**src/sv/oahi_pkg.sv**
```systemverilog
// Package for the open-address hash insert core.
// Holds table sizing, configuration register indexes, status codes and the FSM type.
// No dependencies.
package oahi_pkg;

    localparam int SLOTS     = 128;
    localparam int IDX_W     = 7;
    localparam int CHAR_W    = 8;
    localparam int SIZE_W    = 8;
    localparam int CFG_IDX_W = 2;
    localparam int CFG_DAT_W = 8;
    localparam int STATUS_W  = 2;

    localparam logic [SIZE_W-1:0] SIZE_MAX   = SIZE_W'(SLOTS);
    localparam logic [SIZE_W-1:0] SIZE_RESET = 8'd47;

    localparam logic [CFG_IDX_W-1:0] CFG_TABLE_SIZE = 2'd0;
    localparam logic [CFG_IDX_W-1:0] CFG_PROBE_MODE = 2'd1;

    localparam logic [STATUS_W-1:0] STATUS_INSERTED = 2'd0;
    localparam logic [STATUS_W-1:0] STATUS_PRESENT  = 2'd1;
    localparam logic [STATUS_W-1:0] STATUS_FULL     = 2'd2;

    typedef enum logic [1:0] {
        ST_IDLE,
        ST_MOD,
        ST_PROBE,
        ST_HOLD
    } t_state;

endpackage

```
**src/sv/oahi_cfg_if.sv**
```systemverilog
// Configuration write channel of the hash insert core.
// Depends on oahi_pkg.
interface oahi_cfg_if;
    logic                               valid;
    logic                               ready;
    logic [oahi_pkg::CFG_IDX_W-1:0]     index;
    logic [oahi_pkg::CFG_DAT_W-1:0]     data;

    modport source (output valid, output index, output data, input ready);
    modport sink   (input valid, input index, input data, output ready);
endinterface

```
**src/sv/oahi_in_if.sv**
```systemverilog
// Input channel of the hash insert core: one signed character per transaction.
// Depends on oahi_pkg.
interface oahi_in_if;
    logic                               valid;
    logic                               ready;
    logic signed [oahi_pkg::CHAR_W-1:0] char_code;

    modport source (output valid, output char_code, input ready);
    modport sink   (input valid, input char_code, output ready);
endinterface

```
**src/sv/oahi_out_if.sv**
```systemverilog
// Result channel of the hash insert core: status, probe count and slot index.
// Depends on oahi_pkg.
interface oahi_out_if;
    logic                               valid;
    logic                               ready;
    logic [oahi_pkg::STATUS_W-1:0]      status;
    logic [oahi_pkg::IDX_W-1:0]         probe_count;
    logic [oahi_pkg::IDX_W-1:0]         slot_index;

    modport source (output valid, output status, output probe_count, output slot_index,
                    input ready);
    modport sink   (input valid, input status, input probe_count, input slot_index,
                    output ready);
endinterface

```
**src/sv/open_address_hash_insert_core.sv**
```systemverilog
// Open-address hash insert core: top level with slot memory and probe sequencer.
// Depends on oahi_pkg, oahi_cfg_if, oahi_in_if, oahi_out_if.
//
// Each input transaction inserts one signed character into a table of up to 128 one-byte
// slots held in a single synchronous RAM. One item is processed at a time: the core accepts
// it, reduces the character modulo the table size (two remainder bits per cycle), then
// probes slot by slot, the RAM's single read port being streamed one probe address per
// cycle. The next transaction is accepted only after the item's final probe step;
// if the output register is still occupied, the block waits until the result is taken.
// A configuration write clears the whole table by clearing the per-slot valid flags;
// no clearing pass is needed after reset.
module open_address_hash_insert_core (
    input  logic         i_clk,
    input  logic         i_rst_n,
    oahi_cfg_if.sink     i_cfg,
    oahi_in_if.sink      i_in,
    oahi_out_if.source   o_out
);
    import oahi_pkg::*;

    t_state                 r_state, n_state;
    logic [SIZE_W-1:0]      r_size;
    logic                   r_mode;
    logic [CHAR_W-1:0]      r_code;
    logic                   r_neg;
    logic [CHAR_W-1:0]      r_dvd;
    logic [SIZE_W-1:0]      r_rem;
    logic [1:0]             r_cnt;
    logic [IDX_W-1:0]       r_q;
    logic [IDX_W-1:0]       r_d;
    logic [IDX_W-1:0]       r_m;
    logic [SLOTS-1:0]       r_vld;
    logic [CHAR_W-1:0]      r_mem [SLOTS];
    logic [CHAR_W-1:0]      r_rd_data;
    logic                   r_rd_vld;
    logic [STATUS_W-1:0]    r_res_status;
    logic [IDX_W-1:0]       r_res_count;
    logic [IDX_W-1:0]       r_res_idx;
    logic                   r_out_valid;
    logic [STATUS_W-1:0]    r_out_status;
    logic [IDX_W-1:0]       r_out_count;
    logic [IDX_W-1:0]       r_out_idx;

    logic                   cfg_we;
    logic [SIZE_W-1:0]      cfg_size;
    logic                   in_ready;
    logic                   in_take;
    logic [CHAR_W-1:0]      mag;
    logic [SIZE_W-1:0]      rem1, rem2, home8;
    logic [IDX_W-1:0]       home;
    logic [CHAR_W-1:0]      held;
    logic [SIZE_W-1:0]      q_sum, d_sum;
    logic [IDX_W-1:0]       q_next, d_next;
    logic                   last;
    logic                   out_free;
    logic [IDX_W-1:0]       rd_addr;
    logic                   mem_we;
    logic                   res_done;
    logic [STATUS_W-1:0]    res_status;
    logic [IDX_W-1:0]       res_count;
    logic [IDX_W-1:0]       res_idx;
    logic                   out_load;

    function automatic logic [SIZE_W-1:0] mod_step(logic [SIZE_W-1:0] rem, logic din,
                                                   logic [SIZE_W-1:0] size);
        logic [SIZE_W-1:0] t;
        t = {rem[SIZE_W-2:0], din};
        if (t >= size) begin
            t = t - size;
        end
        return t;
    endfunction

    // configuration
    assign i_cfg.ready = 1'b1;
    assign cfg_we = i_cfg.valid && i_cfg.ready &&
                    (i_cfg.index == CFG_TABLE_SIZE || i_cfg.index == CFG_PROBE_MODE);
    assign cfg_size = (i_cfg.data == '0) ? SIZE_W'(1) :
                      (i_cfg.data > SIZE_MAX) ? SIZE_MAX : i_cfg.data;

    always_ff @(posedge i_clk) begin
        if (!i_rst_n) begin
            r_size <= SIZE_RESET;
            r_mode <= 1'b0;
        end else if (i_cfg.valid && i_cfg.ready) begin
            unique case (i_cfg.index)
                CFG_TABLE_SIZE: r_size <= cfg_size;
                CFG_PROBE_MODE: r_mode <= i_cfg.data[0];
                default: ;
            endcase
        end
    end

    // datapath
    assign in_ready = (r_state == ST_IDLE);
    assign i_in.ready = in_ready;
    assign in_take = i_in.valid && in_ready;
    assign mag = i_in.char_code[CHAR_W-1] ? (~i_in.char_code + CHAR_W'(1)) : i_in.char_code;

    assign rem1  = mod_step(r_rem, r_dvd[CHAR_W-1], r_size);
    assign rem2  = mod_step(rem1, r_dvd[CHAR_W-2], r_size);
    assign home8 = (r_neg && rem2 != '0) ? (r_size - rem2) : rem2;
    assign home  = home8[IDX_W-1:0];

    assign held   = r_rd_vld ? r_rd_data : '0;
    assign q_sum  = {1'b0, r_q} + {1'b0, r_d};
    assign q_next = (q_sum >= r_size) ? IDX_W'(q_sum - r_size) : q_sum[IDX_W-1:0];
    assign d_sum  = {1'b0, r_d} + SIZE_W'(2);
    assign d_next = !r_mode ? IDX_W'(1) :
                    (d_sum >= r_size) ? IDX_W'(d_sum - r_size) : d_sum[IDX_W-1:0];
    assign last   = (({1'b0, r_m} + SIZE_W'(1)) == r_size);
    assign out_free = !r_out_valid || o_out.ready;

    // state machine
    always_ff @(posedge i_clk) begin
        if (!i_rst_n) begin
            r_state <= ST_IDLE;
        end else begin
            r_state <= n_state;
        end
    end

    always_comb begin
        n_state    = r_state;
        rd_addr    = q_next;
        mem_we     = 1'b0;
        res_done   = 1'b0;
        res_status = STATUS_FULL;
        res_count  = '0;
        res_idx    = '0;
        unique case (r_state)
            ST_IDLE: begin
                if (i_in.valid) begin
                    n_state = ST_MOD;
                end
            end
            ST_MOD: begin
                rd_addr = home;
                if (r_cnt == 2'd3) begin
                    n_state = ST_PROBE;
                end
            end
            ST_PROBE: begin
                if (held == '0) begin
                    mem_we     = 1'b1;
                    res_done   = 1'b1;
                    res_status = STATUS_INSERTED;
                    res_count  = r_m;
                    res_idx    = r_q;
                end else if (held == r_code) begin
                    res_done   = 1'b1;
                    res_status = STATUS_PRESENT;
                end else if (last) begin
                    res_done   = 1'b1;
                end
                if (res_done) begin
                    n_state = out_free ? ST_IDLE : ST_HOLD;
                end
            end
            ST_HOLD: begin
                if (out_free) begin
                    n_state = ST_IDLE;
                end
            end
            default: n_state = ST_IDLE;
        endcase
    end

    always_ff @(posedge i_clk) begin
        if (in_take) begin
            r_code <= i_in.char_code;
            r_neg  <= i_in.char_code[CHAR_W-1];
            r_dvd  <= mag;
            r_rem  <= '0;
            r_cnt  <= '0;
        end
        if (r_state == ST_MOD) begin
            r_rem <= rem2;
            r_dvd <= {r_dvd[CHAR_W-3:0], 2'b00};
            r_cnt <= r_cnt + 2'd1;
            if (r_cnt == 2'd3) begin
                r_q <= home;
                r_m <= '0;
                r_d <= IDX_W'(1);
            end
        end
        if (r_state == ST_PROBE && !res_done) begin
            r_q <= q_next;
            r_m <= r_m + IDX_W'(1);
            r_d <= d_next;
        end
        if (res_done) begin
            r_res_status <= res_status;
            r_res_count  <= res_count;
            r_res_idx    <= res_idx;
        end
    end

    // slot memory; valid flags give the cleared view
    always_ff @(posedge i_clk) begin
        if (mem_we) begin
            r_mem[r_q] <= r_code;
        end
        r_rd_data <= r_mem[rd_addr];
    end

    always_ff @(posedge i_clk) begin
        if (!i_rst_n) begin
            r_vld    <= '0;
            r_rd_vld <= 1'b0;
        end else begin
            if (cfg_we) begin
                r_vld <= '0;
            end else if (mem_we) begin
                r_vld[r_q] <= 1'b1;
            end
            r_rd_vld <= r_vld[rd_addr];
        end
    end

    // output register
    assign out_load = ((r_state == ST_PROBE && res_done) || r_state == ST_HOLD) && out_free;

    always_ff @(posedge i_clk) begin
        if (!i_rst_n) begin
            r_out_valid <= 1'b0;
        end else if (out_load) begin
            r_out_valid <= 1'b1;
        end else if (o_out.ready) begin
            r_out_valid <= 1'b0;
        end
    end

    always_ff @(posedge i_clk) begin
        if (out_load) begin
            if (r_state == ST_HOLD) begin
                r_out_status <= r_res_status;
                r_out_count  <= r_res_count;
                r_out_idx    <= r_res_idx;
            end else begin
                r_out_status <= res_status;
                r_out_count  <= res_count;
                r_out_idx    <= res_idx;
            end
        end
    end

    assign o_out.valid       = r_out_valid;
    assign o_out.status      = r_out_status;
    assign o_out.probe_count = r_out_count;
    assign o_out.slot_index  = r_out_idx;

endmodule
```
**src/flat_wrapper.sv**
```systemverilog
// flat-port wrapper written by rule: the top's interface ports become plain ports
module open_address_hash_insert_core_flat import oahi_pkg::*;
  (i_clk, i_rst_n, i_cfg_valid, i_cfg_index, i_cfg_data, i_cfg_ready, i_in_valid, i_in_char_code, i_in_ready, o_out_valid, o_out_status, o_out_probe_count, o_out_slot_index, o_out_ready);
  oahi_cfg_if i_cfg_i ();
  oahi_in_if i_in_i ();
  oahi_out_if o_out_i ();
  input  logic i_clk;
  input  logic i_rst_n;
  input wire logic [$bits(i_cfg_i.valid)-1:0] i_cfg_valid;
  input wire logic [$bits(i_cfg_i.index)-1:0] i_cfg_index;
  input wire logic [$bits(i_cfg_i.data)-1:0] i_cfg_data;
  output wire logic [$bits(i_cfg_i.ready)-1:0] i_cfg_ready;
  input wire logic [$bits(i_in_i.valid)-1:0] i_in_valid;
  input wire logic [$bits(i_in_i.char_code)-1:0] i_in_char_code;
  output wire logic [$bits(i_in_i.ready)-1:0] i_in_ready;
  output wire logic [$bits(o_out_i.valid)-1:0] o_out_valid;
  output wire logic [$bits(o_out_i.status)-1:0] o_out_status;
  output wire logic [$bits(o_out_i.probe_count)-1:0] o_out_probe_count;
  output wire logic [$bits(o_out_i.slot_index)-1:0] o_out_slot_index;
  input wire logic [$bits(o_out_i.ready)-1:0] o_out_ready;
  assign i_cfg_i.valid = i_cfg_valid;
  assign i_cfg_i.index = i_cfg_index;
  assign i_cfg_i.data = i_cfg_data;
  assign i_cfg_ready = i_cfg_i.ready;
  assign i_in_i.valid = i_in_valid;
  assign i_in_i.char_code = i_in_char_code;
  assign i_in_ready = i_in_i.ready;
  assign o_out_valid = o_out_i.valid;
  assign o_out_status = o_out_i.status;
  assign o_out_probe_count = o_out_i.probe_count;
  assign o_out_slot_index = o_out_i.slot_index;
  assign o_out_i.ready = o_out_ready;
  open_address_hash_insert_core u_core (.i_clk(i_clk), .i_rst_n(i_rst_n), .i_cfg(i_cfg_i), .i_in(i_in_i), .o_out(o_out_i));
endmodule
```
**config.mk**
```make
export PLATFORM = sky130hd
export DESIGN_NAME = open_address_hash_insert_core_flat
export DESIGN_NICKNAME = d
export VERILOG_FILES = /design/src/sv/oahi_pkg.sv /design/src/sv/oahi_cfg_if.sv /design/src/sv/oahi_in_if.sv /design/src/sv/oahi_out_if.sv /design/src/sv/open_address_hash_insert_core.sv /design/src/flat_wrapper.sv
export SDC_FILE = /design/constraint.sdc
export NUM_CORES = 2
export LEC_CHECK = 0
export BUFFER_PORTS_ARGS = -buffer_cell sky130_fd_sc_hd__buf_2
export CORE_MARGIN = 4
export CORE_UTILIZATION = 45
export CTS_CLUSTER_SIZE = 28
export DETAILED_ROUTE_END_ITERATION = 7
export GPL_TIMING_DRIVEN = 0
export PLACE_DENSITY = 0.64
export SYNTH_ARGS = -nofsm -noshare
export SYNTH_HDL_FRONTEND = slang
export SYNTH_SLANG_ARGS = --single-unit
```
**constraint.sdc**
```tcl
create_clock -name i_clk -period 10.6 [get_ports i_clk]
set_clock_uncertainty 0.2 [all_clocks]
set_input_delay 0.53 -clock i_clk [delete_from_list [all_inputs] [get_ports i_clk]]
set_output_delay 0.53 -clock i_clk [all_outputs]
set_load 0.05 [all_outputs]
```
==> run summary <==
The run finished, with violations left. The final reports fail on capacitance limit, slew limit. For this design, the sink count on the clock tree is 1251. The count of pins over their slew limit came out at 33. The maximum root-to-sink buffer count came out at 3. The number of different library cells in the post-synthesis netlist came out at 81. The warning count from the yosys run is 0. The final weighted congestion in routability-driven placement is 1.07. The die height came out at 351 um. The slew at the pin closest to its max-slew limit came out at 1540 ps.

The clock tree from TritonCTS is done. The average footprint of a synthesized cell is 12.8 um^2. The number of buffers inserted during clock tree synthesis came out at 134. The number of input and output port buffers inserted is 40. The later-pin clock latency in the skew report came out at 760 ps. After synthesis, the most frequently instantiated cells are sky130_fd_sc_hd__edfxtp_1 (1100), sky130_fd_sc_hd__nand2_1 (736), sky130_fd_sc_hd__nand3_1 (385). The area added between synthesis and finish came out at 15.2%. The synthesized netlist occupies a cell area of 0.0531 mm^2.

The number of flops mapped to enable cells by yosys is 1100. The detailed-placement wirelength estimate came out at 131 mm. The total wirelength of the detailed-routed design came out at 187 mm.

Setup repair after global routing left no endpoint under its margin. In the final routed layout, each cell accounts on average for 30.9 um. The worst setup path is of the reg2reg kind.

The share of flip-flops with an asynchronous set or reset after synthesis is 0%. The total track usage came out at 30.1%. The overall die area came out at roughly 0.12 mm^2. The synthesized design devotes to its leading area cell type 62.2% of total area. In this run the clock root is driven by a sky130_fd_sc_hd__clkbuf_16. The initial standard-cell utilization of the core came out at 45.5%.

The core area came out at between 0.1 and 0.15 mm^2. The power per unit of standard cell area is 332 mW/mm^2. The via count is 37800. The net count of the finished layout is 4495. By instance count, the leading cell after synthesis is sky130_fd_sc_hd__edfxtp_1. The worst stage delay on the critical path came out at about 1100 ps. The number of H-tree levels came out at 4. The cell leakage power came out at around 0.022 uW. The count of endpoints failing setup in the final report came out at 0. Clock-pin slew was measured on the worst setup and hold paths at about 60 ps. The total of max-cap violations is 5. Using the TritonRoute via totals, the vias-per-cell ratio works out to 6.24. The largest fanout on the critical path is 10. Of the cells placed in the final design, the portion with a size suffix greater than 1 is 9.83%.

The post-route DRC violation count is 0. The data required time at the worst endpoint came out at ~11000 ps. At the worst endpoint, the arrival time is ~10000 ps. In the finished design, the share of the clock period the worst path needs comes to 94.4%. The slowest stage of the critical path is the sky130_fd_sc_hd__a2111oi_0 cell.

The kind of start point of the critical path is a flip-flop. The final critical-path required period came out at about 10000 ps. The floorplan step set the die width to between 300 and 400 um. The number of optimization iterations in the first detailed-route pass is 7.

The remaining number of nets flagged by the antenna check after routing is 0. The number of hold violations in the final report came out at 0. The post-cts resize count came out at 0.

In the synthesized netlist the dominant register cell turns out to be sky130_fd_sc_hd__edfxtp_1. The worst min-delay path class is in2reg. The number of synthesized register bits came out at between 1000 and 1500.

The final core utilization came out at 52.4%. The largest total area in the synthesized netlist belongs to sky130_fd_sc_hd__edfxtp_1. In this run the count of I/O pins placed on the die edge is 42.

The total number of placement rows is between 100 and 150. The post-route cell area is 0.0612 mm^2. The category of the worst setup path capture point is a flip-flop.

The number of nets in the synthesized netlist came out at about 4200. The worst slew slack as a fraction of its limit came out at -3.13%. The instance area after placement came out at about 0.057 mm^2. The initial antenna violation count was 4.

The part of the Yosys area used for sequential elements is 67.9%. Synthesis produced a netlist whose cell count is 4159. The via count of the first global-routing pass came out at 35600. The maximum resistive drop on vdd came out at just under 0.2 mV. The first-pass GRT wire length is 261 mm. The maximum achievable frequency is 0.100 GHz. The number of DRC violations after detailed-routing iteration 0 is 5741.

The residual overflow from global routing came out at 0. Entering global routing, the biggest net connects 32 pins. By area the synthesized netlist is led by sky130_fd_sc_hd__edfxtp_1 (62%), sky130_fd_sc_hd__mux2i_1 (6.1%), sky130_fd_sc_hd__dfxtp_1 (5.7%).
[cells by family after synthesis]
logic type | synth area share [%]
and+or+nand+nor | 13.4
DFF | 67.9
AOI/OAI and AO/OA | 7.54
muxes | 6.42
buffers and inverters | 2.47
adders and majority gates | 1.38
xor gates and xnor gates | 0.874
other | 0.00706
[stage by stage]
| step | total power [uW] | hold slack [ps] | TNS, ps | cells | setup slack (ps) |
|---|---|---|---|---|---|
| final | 20300 | 153 | 0 | 6056 | 598 |
| after global routing | 20700 | 173 | 0 | 6052 | 531 |
| after CTS | 19800 | 114 | 0 | 6051 | 1070 |
| after detailed placement | 15200 | 252 | 0 | 5780 | 1110 |
| after global placement | 15000 | 244 | -455 | 5723 | -260 |
| after floorplan | 10800 | 237 | 0 | 4159 | 3900 |
[layout by cell type (no fill, tap or decap), types with 59 or more instances in the layout]
cell                        count
sky130_fd_sc_hd__nand3_1      385
sky130_fd_sc_hd__clkbuf_16    137
sky130_fd_sc_hd__dfxtp_1      151
sky130_fd_sc_hd__edfxtp_1    1100
sky130_fd_sc_hd__clkbuf_1     157
sky130_fd_sc_hd__mux2i_1      326
sky130_fd_sc_hd__nor3_1       161
sky130_fd_sc_hd__nand2_1      736
sky130_fd_sc_hd__buf_2        128
sky130_fd_sc_hd__a31oi_1       59
sky130_fd_sc_hd__nor2_1       207
sky130_fd_sc_hd__o21a_1       135
[layout make-up]
class / count / area, um^2
fill: 9896 / 55500
antenna: 4 / 10.0
clock inverter: 62 / 631
sequential: 1251 / 36100
timing repair buffer: 122 / 1740
inverter: 49 / 184
clock buffer: 185 / 3700
tap: 1524 / 1910
multi-input combinational: 2613 / 15800
buffer: 246 / 1130
[path summary, 6_finish.rpt]
kind                            slack (ps)        startpoint  cells past startpoint                  end
worst max-delay path                   600  u_core.r_size[0]                     26  u_core.r_rd_data[6]
worst min register to register         260  u_core.r_vld[12]                      1     u_core.r_vld[12]
worst min-delay path                   150       i_cfg_valid                      5     u_core.r_size[6]
worst max register to register         600  u_core.r_size[0]                     26  u_core.r_rd_data[6]
[metal layers]
metal	up-vias	routed length, um	global-route usage [%]
met5	-	47	0
met4	6	12300	16.7
met3	602	24500	9.90
met2	2496	78800	43.5
met1	18700	71800	40.0
li1	16000	-	-
[report_power, final]
group	internal, uW	switching, uW
logic	2650	7530
registers	5470	57.1
clock network	2640	1990
total	10800	9580
[flip-flops by register name, indices dropped and copies added (netlist names), 2 cells and up]
register	count
u_core.r_code	7
u_core.r_res_status	2
u_core.o_out.status	2
u_core.r_m	7
u_core.r_cnt	2
u_core.r_d	7
u_core.r_rd_data	8
u_core.r_res_count	7
u_core.r_rem	7
u_core.r_dvd	8
u_core.r_vld	128
u_core.r_size	8
u_core.r_state	2
u_core.o_out.probe_count	7
u_core.r_q	7
u_core.r_res_idx	7
u_core.r_mem	1024
u_core.o_out.slot_index	7
[worst max-delay path, delay by kind of cell, from the launching register on]
kind / cells / cell delay [ps]
AO/OA/AOI/OAI: 10 / 3900
XOR/XNOR: 1 / 290
adder cells (fa/ha/maj): 4 / 1250
buffers and inverters: 3 / 970
flip-flops: 1 / 700
multiplexers: 2 / 830
AND/OR/NAND/NOR: 6 / 1580
[timing repair]
item	CTS	global route
hold buffers	24	0
buffers inserted	0	0
endpoints found under the hold margin	25	0
Power figures use the tool's default switching activity.
